===== src/rtl/core/xpm_pkg.sv =====
// ----------------------------------------------------------------------------
// xpm_pkg: shared types and constants for the x power mod recurrence block
// Word widths, register indexes and the cell control bundle.
// ----------------------------------------------------------------------------
package xpm_pkg;

    localparam int unsigned WORD_W = 32;   // coefficient word
    localparam int unsigned EXP_W  = 63;   // exponent
    localparam int unsigned SLOT_W = 4;    // coefficient slot
    localparam int unsigned DEG_W  = 5;    // relation degree register
    localparam int unsigned TIDX_W = 4;    // term index field

    typedef logic [WORD_W-1:0] word_t;
    typedef logic [WORD_W+1:0] wide_t;     // holds up to 4p

    // configuration register indexes
    localparam logic REG_PRIME  = 1'b0;
    localparam logic REG_DEGREE = 1'b1;

    localparam word_t PRIME_RESET  = 32'd1000000007;
    localparam logic [DEG_W-1:0] DEGREE_RESET = 5'd2;

    // per-cycle command broadcast to every cell of the chain
    typedef struct packed {
        logic init;     // load x^0 into accum, x^1 into square
        logic clr_r;    // clear the Horner accumulator
        logic load;     // start one scalar step: latch multiplier bits
        logic step;     // one bit of the interleaved modular multiply
        logic fold;     // shift the accumulator up one cell and add
        logic wr_a;     // accum <= result
        logic wr_s;     // square <= result
    } cell_ctrl_t;

endpackage


===== src/rtl/core/xpm_seq.sv =====
// ----------------------------------------------------------------------------
// xpm_seq: sequencer for the cell chain
// Walks the exponent bits, the Horner steps and the multiplier bits, then
// reads the result out one coefficient per request.
// ----------------------------------------------------------------------------
module xpm_seq #(
    parameter int unsigned MAX_DEGREE = 16,
    parameter int unsigned IW = 4
) (
    input  logic                         aclk,
    input  logic                         aresetn,
    input  logic                         start,
    input  logic [xpm_pkg::EXP_W-1:0]    exponent,
    input  logic [xpm_pkg::DEG_W-1:0]    degree,
    input  logic                         out_free,
    output xpm_pkg::cell_ctrl_t          ctrl,
    output logic                         idle,
    output logic                         x_from_acc,
    output logic [IW-1:0]                j_idx,
    output logic [IW-1:0]                n_last,
    output logic                         out_load,
    output logic [IW-1:0]                out_idx,
    output logic                         out_last
);
    import xpm_pkg::*;

    localparam int unsigned BW = $clog2(WORD_W);

    localparam logic [2:0] S_IDLE = 3'd0;
    localparam logic [2:0] S_PREP = 3'd1;
    localparam logic [2:0] S_LOAD = 3'd2;
    localparam logic [2:0] S_BIT  = 3'd3;
    localparam logic [2:0] S_FOLD = 3'd4;
    localparam logic [2:0] S_WB   = 3'd5;
    localparam logic [2:0] S_OUT  = 3'd6;

    logic [2:0]       state_reg, state_next;
    logic [EXP_W-1:0] e_reg, e_next;
    logic [IW-1:0]    nlast_reg, nlast_next;
    logic [IW-1:0]    j_reg, j_next;
    logic [BW-1:0]    bit_reg, bit_next;
    logic             accm_reg, accm_next;
    logic [IW-1:0]    oidx_reg, oidx_next;
    logic [IW-1:0]    nlast_clamp;

    always_comb begin
        if (int'(degree) < 2)               nlast_clamp = IW'(1);
        else if (int'(degree) > MAX_DEGREE) nlast_clamp = IW'(MAX_DEGREE - 1);
        else                                nlast_clamp = IW'(int'(degree) - 1);
    end

    always_comb begin
        state_next = state_reg;
        e_next     = e_reg;
        nlast_next = nlast_reg;
        j_next     = j_reg;
        bit_next   = bit_reg;
        accm_next  = accm_reg;
        oidx_next  = oidx_reg;
        ctrl       = '0;
        out_load   = 1'b0;

        case (state_reg)
            S_IDLE: begin
                if (start) begin
                    ctrl.init  = 1'b1;
                    e_next     = exponent;
                    nlast_next = nlast_clamp;
                    oidx_next  = '0;
                    state_next = (exponent == '0) ? S_OUT : S_PREP;
                end
            end
            S_PREP: begin
                ctrl.clr_r = 1'b1;
                accm_next  = e_reg[0];
                j_next     = nlast_reg;
                state_next = S_LOAD;
            end
            S_LOAD: begin
                ctrl.load  = 1'b1;
                bit_next   = BW'(WORD_W - 1);
                state_next = S_BIT;
            end
            S_BIT: begin
                ctrl.step = 1'b1;
                if (bit_reg == '0) state_next = S_FOLD;
                else               bit_next = bit_reg - 1'b1;
            end
            S_FOLD: begin
                ctrl.fold = 1'b1;
                if (j_reg == '0) begin
                    state_next = S_WB;
                end else begin
                    j_next     = j_reg - 1'b1;
                    state_next = S_LOAD;
                end
            end
            S_WB: begin
                if (accm_reg) begin
                    ctrl.wr_a = 1'b1;
                    if (e_reg[EXP_W-1:1] == '0) begin
                        oidx_next  = '0;
                        state_next = S_OUT;
                    end else begin
                        ctrl.clr_r = 1'b1;
                        accm_next  = 1'b0;
                        j_next     = nlast_reg;
                        state_next = S_LOAD;
                    end
                end else begin
                    // remaining exponent is nonzero whenever a square ran
                    ctrl.wr_s  = 1'b1;
                    e_next     = e_reg >> 1;
                    state_next = S_PREP;
                end
            end
            S_OUT: begin
                if (out_free) begin
                    out_load = 1'b1;
                    if (oidx_reg == nlast_reg) state_next = S_IDLE;
                    else                       oidx_next = oidx_reg + 1'b1;
                end
            end
            default: state_next = S_IDLE;
        endcase
    end

    always_ff @(posedge aclk) begin
        if (!aresetn) begin
            state_reg <= S_IDLE;
        end else begin
            state_reg <= state_next;
        end
        e_reg     <= e_next;
        nlast_reg <= nlast_next;
        j_reg     <= j_next;
        bit_reg   <= bit_next;
        accm_reg  <= accm_next;
        oidx_reg  <= oidx_next;
    end

    assign idle       = (state_reg == S_IDLE);
    assign x_from_acc = accm_reg;
    assign j_idx      = j_reg;
    assign n_last     = nlast_reg;
    assign out_idx    = oidx_reg;
    assign out_last   = (oidx_reg == nlast_reg);

endmodule


===== config.mk =====
export PLATFORM = sky130hd
export DESIGN_NAME = xpm_seq
export DESIGN_NICKNAME = d
export VERILOG_FILES = /design/src/rtl/core/xpm_pkg.sv /design/src/rtl/core/xpm_seq.sv
export SDC_FILE = /design/constraint.sdc
export NUM_CORES = 1
export LEC_CHECK = 0
export BUFFER_PORTS_ARGS = -buffer_cell sky130_fd_sc_hd__clkbuf_2
export CAP_MARGIN = 20
export CORE_MARGIN = 2
export CORE_UTILIZATION = 35
export CTS_CLUSTER_DIAMETER = 40
export DETAILED_ROUTE_END_ITERATION = 7
export SLEW_MARGIN = 20
export SYNTH_ARGS = -nofsm -noshare
export SYNTH_HDL_FRONTEND = slang
export SYNTH_SLANG_ARGS = --single-unit

===== constraint.sdc =====
create_clock -name aclk -period 8.35 [get_ports aclk]
set_input_delay 1.2525 -clock aclk [delete_from_list [all_inputs] [get_ports aclk]]
set_output_delay 1.2525 -clock aclk [all_outputs]
set_load 0.03 [all_outputs]

==> impl_metrics.toml <==
[run_status]
status = "finished, violations left"
violations = "design-rule violations"

[pwr]
power_switching_uw = 281
pwr-share-clk = 0.345
power.density_cell_area_nw_per_um2 = 209
p_sw_frac = 0.266
power_mw = 1.06
sequentialPowerShare = 0.522
leakagePower_nw = 1.92
comb_power_share = 0.133
ir_drop_v = 0.0000925
internal_power_uw = 775

[floorplanning]
die_area_um2 = 12800
die-width_um = 113
rows = 39
coreArea_um2 = 11500
ioPinCount = 95
die_y_um = 113
start_util = 0.361

[final_layout]
nFillCells = 1100
drive_gt1_frac = 0.437
final_util = 0.439
area_growth_syn_to_layout_pct = 21.7
final_cell_mix = "94 x clkbuf_2, 81 x edfxtp_1, 62 x mux2_2"
largest_register_ffs = 63
mostFrequentLayoutCell = "clkbuf_2"
diodes = 0
layout.nets = 482

[setup_path]
required_ns = 7.10
cp-startpoint = "e_reg[5]"
cp-end-kind = "output port"
cp-start-kind = "flop"
criticalPathCategory = "reg -> out"
r2r-start = "e_reg[5]"
worstPathMaxFanout = 2
cp.arrival_ns = 2.44

[cts]
clk_pin_slew_ns = 0.07
holdBufCountCts = 0
cts-root-buf = "clkbuf_16"
clk_latency_ns = 0.33
clock_sinks = 84
cts_tree = "done"
htreeDepth = 3
clk_path_buf_depth = 2
cts.repair.resized = 0
cts_buffers = 9
post_cts_buffers = 0

[route]
vias_per_cell = 5.20
ant_nets = 0
wl_um = 9660
dr.pass1.iters = 7
drc = 8
vias = 2876
first_iter_violations = 228
wl_per_cell_um = 17.5

[timing]
clock_skew_ns = 0.0102
slew_headroom = 0.358
tightest_slew_ns = 0.951
finalHoldViolations = 0
period_share = 0.442
fmax_mhz = 271
slew_violations = 0
period_needed_ns = 3.69
rsz0062_at_grt = "false"
tns_ns = 0
setup_viol = 0

[yosys]
synth-adder-area-share = 0.0151
syn_inst = 308
synth_top_family_by_area = "multiplexers"
yosysUniqueCellTypes = 40
async_flop_share = 0
syn-num-nets = 385
synthXorXnorAreaFrac = 0.0211
synthMuxAreaShare = 0.170
synth_compound_area_frac = 0.0455
synth.ff_latch_count = 84
syn_area_per_cell_um2 = 13.5
synthFlopType = "edfxtp_1"
yosys_warnings = 0
synth-simple-area-share = 0.122
seq_area_frac_synth = 0.600
synth_edf_count = 81
synth_area_um2 = 4160

[grt]
gr-usage-all-layers = 0.151
globalRouteOverflowTotal = 0
grt_antenna_before_repair = 0
grt_pass1_wl_um = 14900
grt_max_degree = 66
grt_pass1_vias = 2892

[worst_hold_path]
hp-start = "e_reg[0]"
min_path_type = "reg -> reg"

[place]
place_hpwl_um = 7270
gp_congestion = 0.817
portBuffers = 94

[job]
maxCapViolations = 0
layout make-up:
cell class              count  area (um^2)  share of cell area
flip-flops and latches     84         2490               0.493
clock buffers              10          229              0.0453
multi-input cells         197         1570               0.310
inverters                  17         63.8              0.0126
clock inverters             6         40.0             0.00791
repair buffers             96          485              0.0960
well taps                 143          179              0.0354
per-stage QoR:
stage                     setup WS [ns]  std cells  instance area, um^2  hold slack (ns)
after global routing               4.51        553                 5060            0.585
after global placement             5.00        537                 4790            0.503
after floorplan                    2.31        308                 4160            0.492
after CTS                          4.66        553                 5060            0.546
after detailed placement           5.03        537                 4790            0.530
final                              4.66        553                 5060            0.544
power groups by stage:
stage | logic (mW) | registers (mW) | clock network [mW]
6_report | 0.140 | 0.551 | 0.364
5_1_grt | 0.153 | 0.557 | 0.391
4_1_cts | 0.142 | 0.552 | 0.377
3_5_place_dp | 0.142 | 0.560 | 0
3_3_place_gp | 0.139 | 0.559 | 0
2_1_floorplan | 0.0769 | 0.568 | 0
per-layer routing:
metal,vias up,routed length (um),track usage
li1,1402,-,-
met1,1375,4390,0.200
met2,87,4580,0.243
met3,12,541,0.0354
met4,0,153,0.0561
met5,-,0,0
worst paths after layout:
kind	to	slack, ns	cells after the start
hold / removal	x_from_acc	0.54	2
setup / recovery	ctrl[5]	4.66	6
hold reg to reg	x_from_acc	0.54	2
setup reg to reg	out_idx[1]	5.82	5
cell usage after synthesis, types with 4 or more instances:
cell	count	area share
edfxtp_1	81	0.59
ha_1	5	0.015
mux2_2	62	0.17
nand2_1	14	0.013
nor2_1	12	0.011
a21oi_1	5	0.0060
clkbuf_1	5	0.0045
inv_1	17	0.015
buf_2	5	0.0060
nand2b_1	5	0.0075
xor2_1	5	0.011
and3_1	4	0.0060
o21ai_0	9	0.011
nor4_1	31	0.047
xnor2_1	5	0.011
nand4_1	8	0.012
worst max-delay path, stage by stage, from the launching register on:
cell and delay (ns):
edfxtp_1 0.39, nor4_1 0.48, nand4_1 0.16, or4_1 0.60
a21oi_1 0.23, nor2_1 0.06, clkbuf_2 0.18
kinds of logic after synthesis:
group           Yosys count
compound gates           29
xor+xnor                 10
fa+ha+maj                 5
buf+inv                  27
flops                    84
mux                      63
simple gates             90
No activity file was read; power rests on OpenSTA's default activity.
