File: src/rtl/core/xpm_pkg.sv
// ----------------------------------------------------------------------------
// xpm_pkg: shared types and constants for the x power mod recurrence block
// Word widths, register indexes and the cell control bundle.
// ----------------------------------------------------------------------------
package xpm_pkg;

    localparam int unsigned WORD_W = 32;   // coefficient word
    localparam int unsigned EXP_W  = 63;   // exponent
    localparam int unsigned SLOT_W = 4;    // coefficient slot
    localparam int unsigned DEG_W  = 5;    // relation degree register
    localparam int unsigned TIDX_W = 4;    // term index field

    typedef logic [WORD_W-1:0] word_t;
    typedef logic [WORD_W+1:0] wide_t;     // holds up to 4p

    // configuration register indexes
    localparam logic REG_PRIME  = 1'b0;
    localparam logic REG_DEGREE = 1'b1;

    localparam word_t PRIME_RESET  = 32'd1000000007;
    localparam logic [DEG_W-1:0] DEGREE_RESET = 5'd2;

    // per-cycle command broadcast to every cell of the chain
    typedef struct packed {
        logic init;     // load x^0 into accum, x^1 into square
        logic clr_r;    // clear the Horner accumulator
        logic load;     // start one scalar step: latch multiplier bits
        logic step;     // one bit of the interleaved modular multiply
        logic fold;     // shift the accumulator up one cell and add
        logic wr_a;     // accum <= result
        logic wr_s;     // square <= result
    } cell_ctrl_t;

endpackage

File: src/rtl/core/xpm_cell.sv
// ----------------------------------------------------------------------------
// xpm_cell: one coefficient slot of the polynomial chain
// Holds a_i, accum_i, square_i and the Horner accumulator r_i, and runs a
// bit-serial c*a_i + x*square_i mod p, then takes r_(i-1) from its neighbor.
// ----------------------------------------------------------------------------
module xpm_cell #(
    parameter int unsigned IDX = 0
) (
    input  logic                  aclk,
    input  logic                  aresetn,
    input  xpm_pkg::cell_ctrl_t   ctrl,
    input  xpm_pkg::word_t        p,
    input  xpm_pkg::wide_t        p2,
    input  xpm_pkg::wide_t        p3,
    input  xpm_pkg::word_t        one,
    input  xpm_pkg::word_t        c,        // top coefficient of r, broadcast
    input  xpm_pkg::word_t        x,        // current multiplicand coefficient
    input  xpm_pkg::word_t        r_prev,   // r of the cell below
    input  logic                  tbl_we,
    input  xpm_pkg::word_t        tbl_data,
    output xpm_pkg::word_t        a_val,
    output xpm_pkg::word_t        s_val,
    output xpm_pkg::word_t        r_val
);
    import xpm_pkg::*;

    word_t t_reg, t_next;
    word_t a_reg, a_next;
    word_t s_reg, s_next;
    word_t r_reg, r_next;
    word_t acc_reg, acc_next;
    word_t ts_reg, ts_next;
    word_t ys_reg, ys_next;

    wide_t v;
    logic [WORD_W:0] sum;

    always_comb begin
        v = {acc_reg, 1'b0}
            + (ts_reg[WORD_W-1] ? {2'b00, c} : '0)
            + (ys_reg[WORD_W-1] ? {2'b00, x} : '0);
        sum = {1'b0, r_prev} + {1'b0, acc_reg};

        t_next   = tbl_we ? tbl_data : t_reg;
        a_next   = a_reg;
        s_next   = s_reg;
        r_next   = r_reg;
        acc_next = acc_reg;
        ts_next  = ts_reg;
        ys_next  = ys_reg;

        if (ctrl.init) begin
            a_next = (IDX == 0) ? one : '0;
            s_next = (IDX == 1) ? one : '0;
        end
        if (ctrl.wr_a) a_next = r_reg;
        if (ctrl.wr_s) s_next = r_reg;
        if (ctrl.clr_r) r_next = '0;
        if (ctrl.load) begin
            acc_next = '0;
            ts_next  = t_reg;
            ys_next  = s_reg;
        end
        if (ctrl.step) begin
            // v < 4p, take off the largest multiple of p that fits
            if (v >= p3)                    acc_next = WORD_W'(v - p3);
            else if (v >= p2)               acc_next = WORD_W'(v - p2);
            else if (v >= {2'b00, p})       acc_next = WORD_W'(v - {2'b00, p});
            else                            acc_next = WORD_W'(v);
            ts_next = {ts_reg[WORD_W-2:0], 1'b0};
            ys_next = {ys_reg[WORD_W-2:0], 1'b0};
        end
        if (ctrl.fold) begin
            r_next = (sum >= {1'b0, p}) ? WORD_W'(sum - {1'b0, p}) : WORD_W'(sum);
        end
    end

    always_ff @(posedge aclk) begin
        if (!aresetn) begin
            t_reg <= '0;
        end else begin
            t_reg <= t_next;
        end
        a_reg   <= a_next;
        s_reg   <= s_next;
        r_reg   <= r_next;
        acc_reg <= acc_next;
        ts_reg  <= ts_next;
        ys_reg  <= ys_next;
    end

    assign a_val = a_reg;
    assign s_val = s_reg;
    assign r_val = r_reg;

endmodule

File: config.mk
export PLATFORM = sky130hd
export DESIGN_NAME = xpm_cell
export DESIGN_NICKNAME = d
export VERILOG_FILES = /design/src/rtl/core/xpm_pkg.sv /design/src/rtl/core/xpm_cell.sv
export SDC_FILE = /design/constraint.sdc
export NUM_CORES = 1
export LEC_CHECK = 0
export BUFFER_PORTS_ARGS = -buffer_cell sky130_fd_sc_hd__buf_2
export CAP_MARGIN = 20
export CELL_PAD_IN_SITES_DETAIL_PLACEMENT = 1
export CELL_PAD_IN_SITES_GLOBAL_PLACEMENT = 1
export CORE_MARGIN = 5
export CORE_UTILIZATION = 40
export DETAILED_ROUTE_END_ITERATION = 6
export PLACE_DENSITY = 0.87
export SKIP_CTS_REPAIR_TIMING = 1
export SYNTH_ARGS = -nofsm -noshare
export SYNTH_HDL_FRONTEND = slang
export SYNTH_SLANG_ARGS = --single-unit
export TNS_END_PERCENT = 100
File: constraint.sdc
create_clock -name aclk -period 5.7 [get_ports aclk]
set_clock_uncertainty 0.1 [all_clocks]
set_input_delay 0.57 -clock aclk [delete_from_list [all_inputs] [get_ports aclk]]
set_output_delay 0.57 -clock aclk [all_outputs]
set_load 0.05 [all_outputs]
==> results of run 1 <==
logic make-up (layout without fill, tap and decap cells):
family	after synthesis	in the layout	synth area share (%)
compound gates	717	717	23.0
xor+xnor	158	158	6.53
fa+ha+maj	234	234	15.1
buf+inv	220	1010	4.23
flops	224	224	30.1
mux	89	89	4.40
other cells	0	5	0
simple gates	696	697	16.6
final cells by class:
cell class	count	area (µm²)	share of cell area, %
multi-input combinational	1895	15100	51.9
sequential	224	6390	21.9
timing repair buffer	828	5570	19.1
tap	688	861	2.95
clock buffer	35	621	2.13
inverter	141	529	1.81
clock inverter	6	32.5	0.112
antenna	5	12.5	0.0429
synthesized netlist by cell type (6+ instances only):
cell type / count / share of area [%]
a221oi_1: 6 / 0.25
a211oi_1: 23 / 0.81
a21o_1: 84 / 3.0
a22oi_1: 13 / 0.46
fa_1: 37 / 3.5
nand4_1: 29 / 0.86
edfxtp_1: 190 / 27
a21boi_0: 10 / 0.35
nand3_1: 40 / 0.94
a21oi_1: 184 / 4.3
o21bai_1: 23 / 0.81
inv_1: 141 / 2.5
o31ai_1: 13 / 0.46
mux2_2: 34 / 1.8
xor2_1: 58 / 2.4
a211o_1: 13 / 0.54
o211ai_1: 16 / 0.57
mux2i_1: 55 / 2.6
buf_4: 6 / 0.21
or2_2: 13 / 0.38
nand2_1: 225 / 4.0
and2_1: 108 / 3.2
nand3b_1: 6 / 0.21
a22o_1: 32 / 1.3
a31oi_1: 24 / 0.71
o21ai_1: 9 / 0.21
and4_1: 9 / 0.37
a211oi_2: 8 / 0.47
nor2_1: 113 / 2.0
buf_2: 6 / 0.14
o21ai_0: 141 / 3.3
o21a_1: 26 / 0.92
dfxtp_1: 34 / 3.2
or3_1: 14 / 0.41
xnor2_1: 100 / 4.1
a31o_2: 7 / 0.29
ha_1: 197 / 12
nor4_1: 8 / 0.24
clkbuf_1: 59 / 1.0
nor2b_1: 49 / 1.4
and3_1: 19 / 0.56
nor3_1: 27 / 0.64
nand2b_1: 20 / 0.59
through the flow:
step                      setup TNS (ns)  utilization, %  std cells  cell area (µm²)
after floorplan                        0               -       2338            21200
after global placement            -21.23            50.8       3717            26700
after detailed placement          -29.41            50.8       3718            26700
after CTS                         -26.87            52.0       3759            27300
after global routing              -19.13            55.5       3819            29200
final                             -17.29            55.5       3822            29200
worst max-delay path, delay by kind of cell (launching register included):
family / cells / cell delay [ns]
flip-flops: 1 / 0.55
multiplexers: 1 / 0.17
AND/OR/NAND/NOR: 7 / 0.97
buffers and inverters: 7 / 1.18
XOR/XNOR: 1 / 0.35
AO/OA/AOI/OAI: 9 / 1.71
adder cells (fa/ha/maj): 3 / 1.05
metal layers:
layer  vias to the layer above  share of wire [%]
met5                         -              0.032
met4                         6                5.5
met3                       304                6.8
met2                      1028                 49
met1                     11219                 39
li1                      10118                  -
path summary, 6_finish.rpt:
kind | from | to | slack [ns]
worst min-delay path | tbl_data[8] | t_reg[8] | 0.20
worst min register to register | ts_reg[0] | ts_reg[0] | 0.41
worst max register to register | ts_reg[31] | acc_reg[24] | -0.67
worst max-delay path | ts_reg[31] | acc_reg[24] | -0.67
==> flow_metrics.py, run 1 <==
metrics = {
    "critical_path": {
        "rr_worst_depth": 28,
        "crit_type": "reg -> reg",
        "cp_slowest_stage_delay_ns": 0.55,
        "cpMostUsedCell": "buf_4",
        "end_kind": "flop",
        "crit_slowest_cell": "edfxtp_1",
        "crit_required_ns": 5.87,
        "cp_max_fo": 8,
        "critPathLaunchType": "flop",
        "arrival_ns": 6.54,
    },
    "clock_network": {
        "clkTransAtPathRegs_ns": 0.06,
        "cts_sinks": 224,
        "clk_path_buf_depth": 3,
        "cts_buffers": 23,
        "worstSkewPairLatency_ns": 0.55,
        "htreeDepth": 1,
        "cts_root_buffer": "clkbuf_16",
        "cts_tree": "done",
    },
    "floorplan": {
        "die-area_um2": 57700,
        "die_h_um": 240,
        "die_width_um": 240,
        "coreArea_um2": 52600,
        "rows": 84,
        "ios": 366,
        "initial_core_util_pct": 40.3,
    },
    "cells_and_area": {
        "final_cell_mix": "433 x buf_4, 364 x buf_2, 221 x nand2_1",
        "synthToLayoutAreaGrowth_pct": 37.6,
        "nets": 3617,
        "final_common_cell": "buf_4",
        "layout-drive-gt1-share_pct": 36.3,
        "fillers": 6102,
    },
    "synth": {
        "synth.distinct_cells": 95,
        "ys_seq_area_share_pct": 30.1,
        "avgSynthCellArea_um2": 9.06,
        "yosys_warnings": 0,
        "synth_top_flop_cell": "edfxtp_1",
        "syn_area_um2": 21200,
        "synthArstFlopShare_pct": 0,
        "synth-edff-count": 190,
        "synth_cells": 2338,
        "syn_nets": 2842,
        "synth-seq-cells": 224,
    },
    "grt": {
        "grtUsageMet2_pct": 51.7,
        "grt_overflow": 0,
        "grt_pass1_vias": 22894,
        "grt_pass1_wl_mm": 130,
        "grt_max_degree": 64,
        "antenna_found_initial": 8,
        "grt_use_total_pct": 28.5,
        "grt_use_met3_pct": 3.03,
        "grtUsageMet1_pct": 35.3,
        "grt-busiest-layer": "met2",
    },
    "sta": {
        "fmax_mhz": 157,
        "maxSlewHeadroom_pct": 18.5,
        "maxSlewViolCount": 0,
        "min_period_over_period_pct": 112,
        "tightest_slew_ns": 1.22,
        "rsz0062_at_grt": "yes",
        "period_needed_ns": 6.37,
        "fin_ws_ns": -0.670,
        "finalHoldViolCount": 0,
        "setup_viol": 32,
        "whs_ns": 0.204,
    },
    "outcome": {
        "violations": "negative setup slack",
        "status": "finished, violations left",
    },
    "place": {
        "pre_cts_ws_ns": -0.745,
        "globalplace.congestion": 1.00,
        "portBuffers": 365,
        "dpl.hpwl_mm": 72.6,
    },
    "routing": {
        "drtIter0Drc": 1522,
        "drc_errors": 0,
        "num_vias": 22675,
        "ant_nets": 0,
        "vias_per_cell": 5.93,
        "drtPass1Iterations": 5,
        "routed_wl_mm": 95.5,
        "wl_per_cell_um": 25.0,
    },
    "worst_hold_path": {
        "hp-class": "in -> reg",
        "min_path_cells": 3,
    },
    "job": {
        "cap_viol_max_count": 0,
    },
}
Power of run 1 is not shown: default switching activity piles up to over one toggle a cycle in this logic, so the estimate is an artifact.
==> inputs of run 2 (changes only) <==
MAX_ROUTING_LAYER = met4   (was default)
RECOVER_POWER = 50   (was default)
==> flow_metrics.py, run 2 (synthesized netlist as in run 1, its figures left out) <==
metrics = {
    "critical_path": {
        "cp_max_fo": 9,
        "cpMostUsedCell": "buf_4",
        "rr_worst_depth": 25,
        "r2r_slack_ns": -0.53,
        "crit_required_ns": 5.89,
        "cp_slowest_stage_delay_ns": 0.50,
        "reg2reg_from": "ts_reg[31]",
        "arrival_ns": 6.43,
        "rr_endpoint": "acc_reg[1]",
        "crit_type": "reg -> reg",
        "end_kind": "flop",
        "crit_slowest_cell": "fa_1",
        "critPathLaunchType": "flop",
    },
    "clock_network": {
        "clkTransAtPathRegs_ns": 0.07,
        "htreeDepth": 1,
        "cts_sinks": 224,
        "clk_path_buf_depth": 3,
        "cts_tree": "done",
        "cts_root_buffer": "clkbuf_16",
        "worstSkewPairLatency_ns": 0.55,
        "cts_buffers": 25,
    },
    "sta": {
        "fin_ws_ns": -0.532,
        "tightest_slew_ns": 1.17,
        "period_needed_ns": 6.23,
        "setup_viol": 45,
        "setup_tns_ns": -15.20,
        "maxSlewViolCount": 0,
        "finalHoldViolCount": 0,
        "maxSlewHeadroom_pct": 22.2,
        "rsz0062_at_grt": "yes",
        "fmax_mhz": 160,
        "min_period_over_period_pct": 109,
    },
    "floorplan": {
        "initial_core_util_pct": 40.3,
        "die-area_um2": 57700,
        "coreArea_um2": 52600,
        "die_width_um": 240,
        "ios": 366,
        "die_h_um": 240,
        "rows": 84,
    },
    "cells_and_area": {
        "final_common_cell": "buf_4",
        "layout-drive-gt1-share_pct": 35.7,
        "multiInputGateArea_um2": 15000,
        "final_cell_mix": "411 x buf_4, 366 x buf_2, 218 x nand2_1",
        "synthToLayoutAreaGrowth_pct": 37.2,
        "fillers": 6129,
        "regArea_um2": 6390,
        "nets": 3601,
    },
    "outcome": {
        "status": "finished, violations left",
        "violations": "design-rule violations, negative setup slack",
    },
    "routing": {
        "drtPass1Iterations": 7,
        "routed_wl_mm": 94.3,
        "drtIter0Drc": 1439,
        "vias_per_cell": 5.87,
        "ant_nets": 0,
        "wl_per_cell_um": 24.8,
        "drc_errors": 2,
        "num_vias": 22360,
    },
    "place": {
        "portBuffers": 365,
        "dpl.hpwl_mm": 72.7,
        "globalplace.congestion": 1.02,
    },
    "grt": {
        "grt_max_degree": 62,
        "antenna_found_initial": 4,
        "grt_pass1_vias": 23016,
        "grt_overflow": 0,
        "grt_use_total_pct": 29.5,
        "grt_pass1_wl_mm": 131,
    },
    "job": {
        "cap_viol_max_count": 0,
    },
    "worst_hold_path": {
        "min-delay-start": "tbl_data[24]",
        "hp-class": "in -> reg",
        "min_path_cells": 3,
        "hold-path-endpoint": "t_reg[24]",
    },
}
==> run 2: cell count changes in the layout (fill, tap and decap cells not counted), moves of 6 or more <==
cell      before  now
and2_1       100   77
buf_4        433  411
and2_0         0   21
ha_1         163  175
clkbuf_1      12    3
o21ai_2       16    9
ha_2           9    3
ha_4          25   19
==> run 2: per-layer routing <==
layer | wire (µm) | vias up | track usage (%)
met1 | 36600 | 11048 | 36.2
met2 | 47200 | 936 | 52.4
met3 | 5830 | 273 | 2.01
met5 | 0 | - | -
met4 | 4610 | 0 | 8.30
li1 | - | 10103 | -
==> run 2: cell type report <==
cell class,count,area share [%]
repair buffers,810,18.7
inverters,141,1.82
well taps,688,2.96
multi-input cells,1895,51.7
clock buffers,28,2.19
clock inverters,17,0.633
diodes,4,0.0344
flip-flops and latches,224,22.0
==> run 2: worst max-delay path: cells and delay by family (launching register included) <==
family / cells / cell delay (ns)
AOI/OAI and AO/OA: 11 / 2.25
adders and majority gates: 3 / 1.24
buffers and inverters: 6 / 1.07
and+or+nand+nor: 4 / 0.74
DFF: 1 / 0.44
xor gates and xnor gates: 1 / 0.12
==> run 2: worst max-delay path by stage <==
stage	from	to	slack (ns)	depth (start not counted)
finish	ts_reg[31]	acc_reg[1]	-0.53	25
global route	ys_reg[31]	acc_reg[5]	-0.64	26
CTS	ts_reg[31]	acc_reg[14]	-0.62	26
detailed placement	c[6]	acc_reg[30]	-0.71	26
global placement	c[1]	acc_reg[24]	-0.47	26
floorplan	c[1]	acc_reg[18]	0.01	25
==> run 2: through the flow <==
step                area, µm²  utilization [%]  instances  worst slack, ns  hold slack, ns
detailed placement      26700             50.9       3724           -0.706           0.407
CTS                     27600             52.4       3769           -0.625           0.160
finish                  29100             55.3       3807           -0.532           0.179
global placement        26700             50.9       3723           -0.475           0.384
floorplan               21200                -       2338           0.0140           0.360
global route            29100             55.3       3805           -0.644           0.191
Power of run 2 is left out for the same reason.
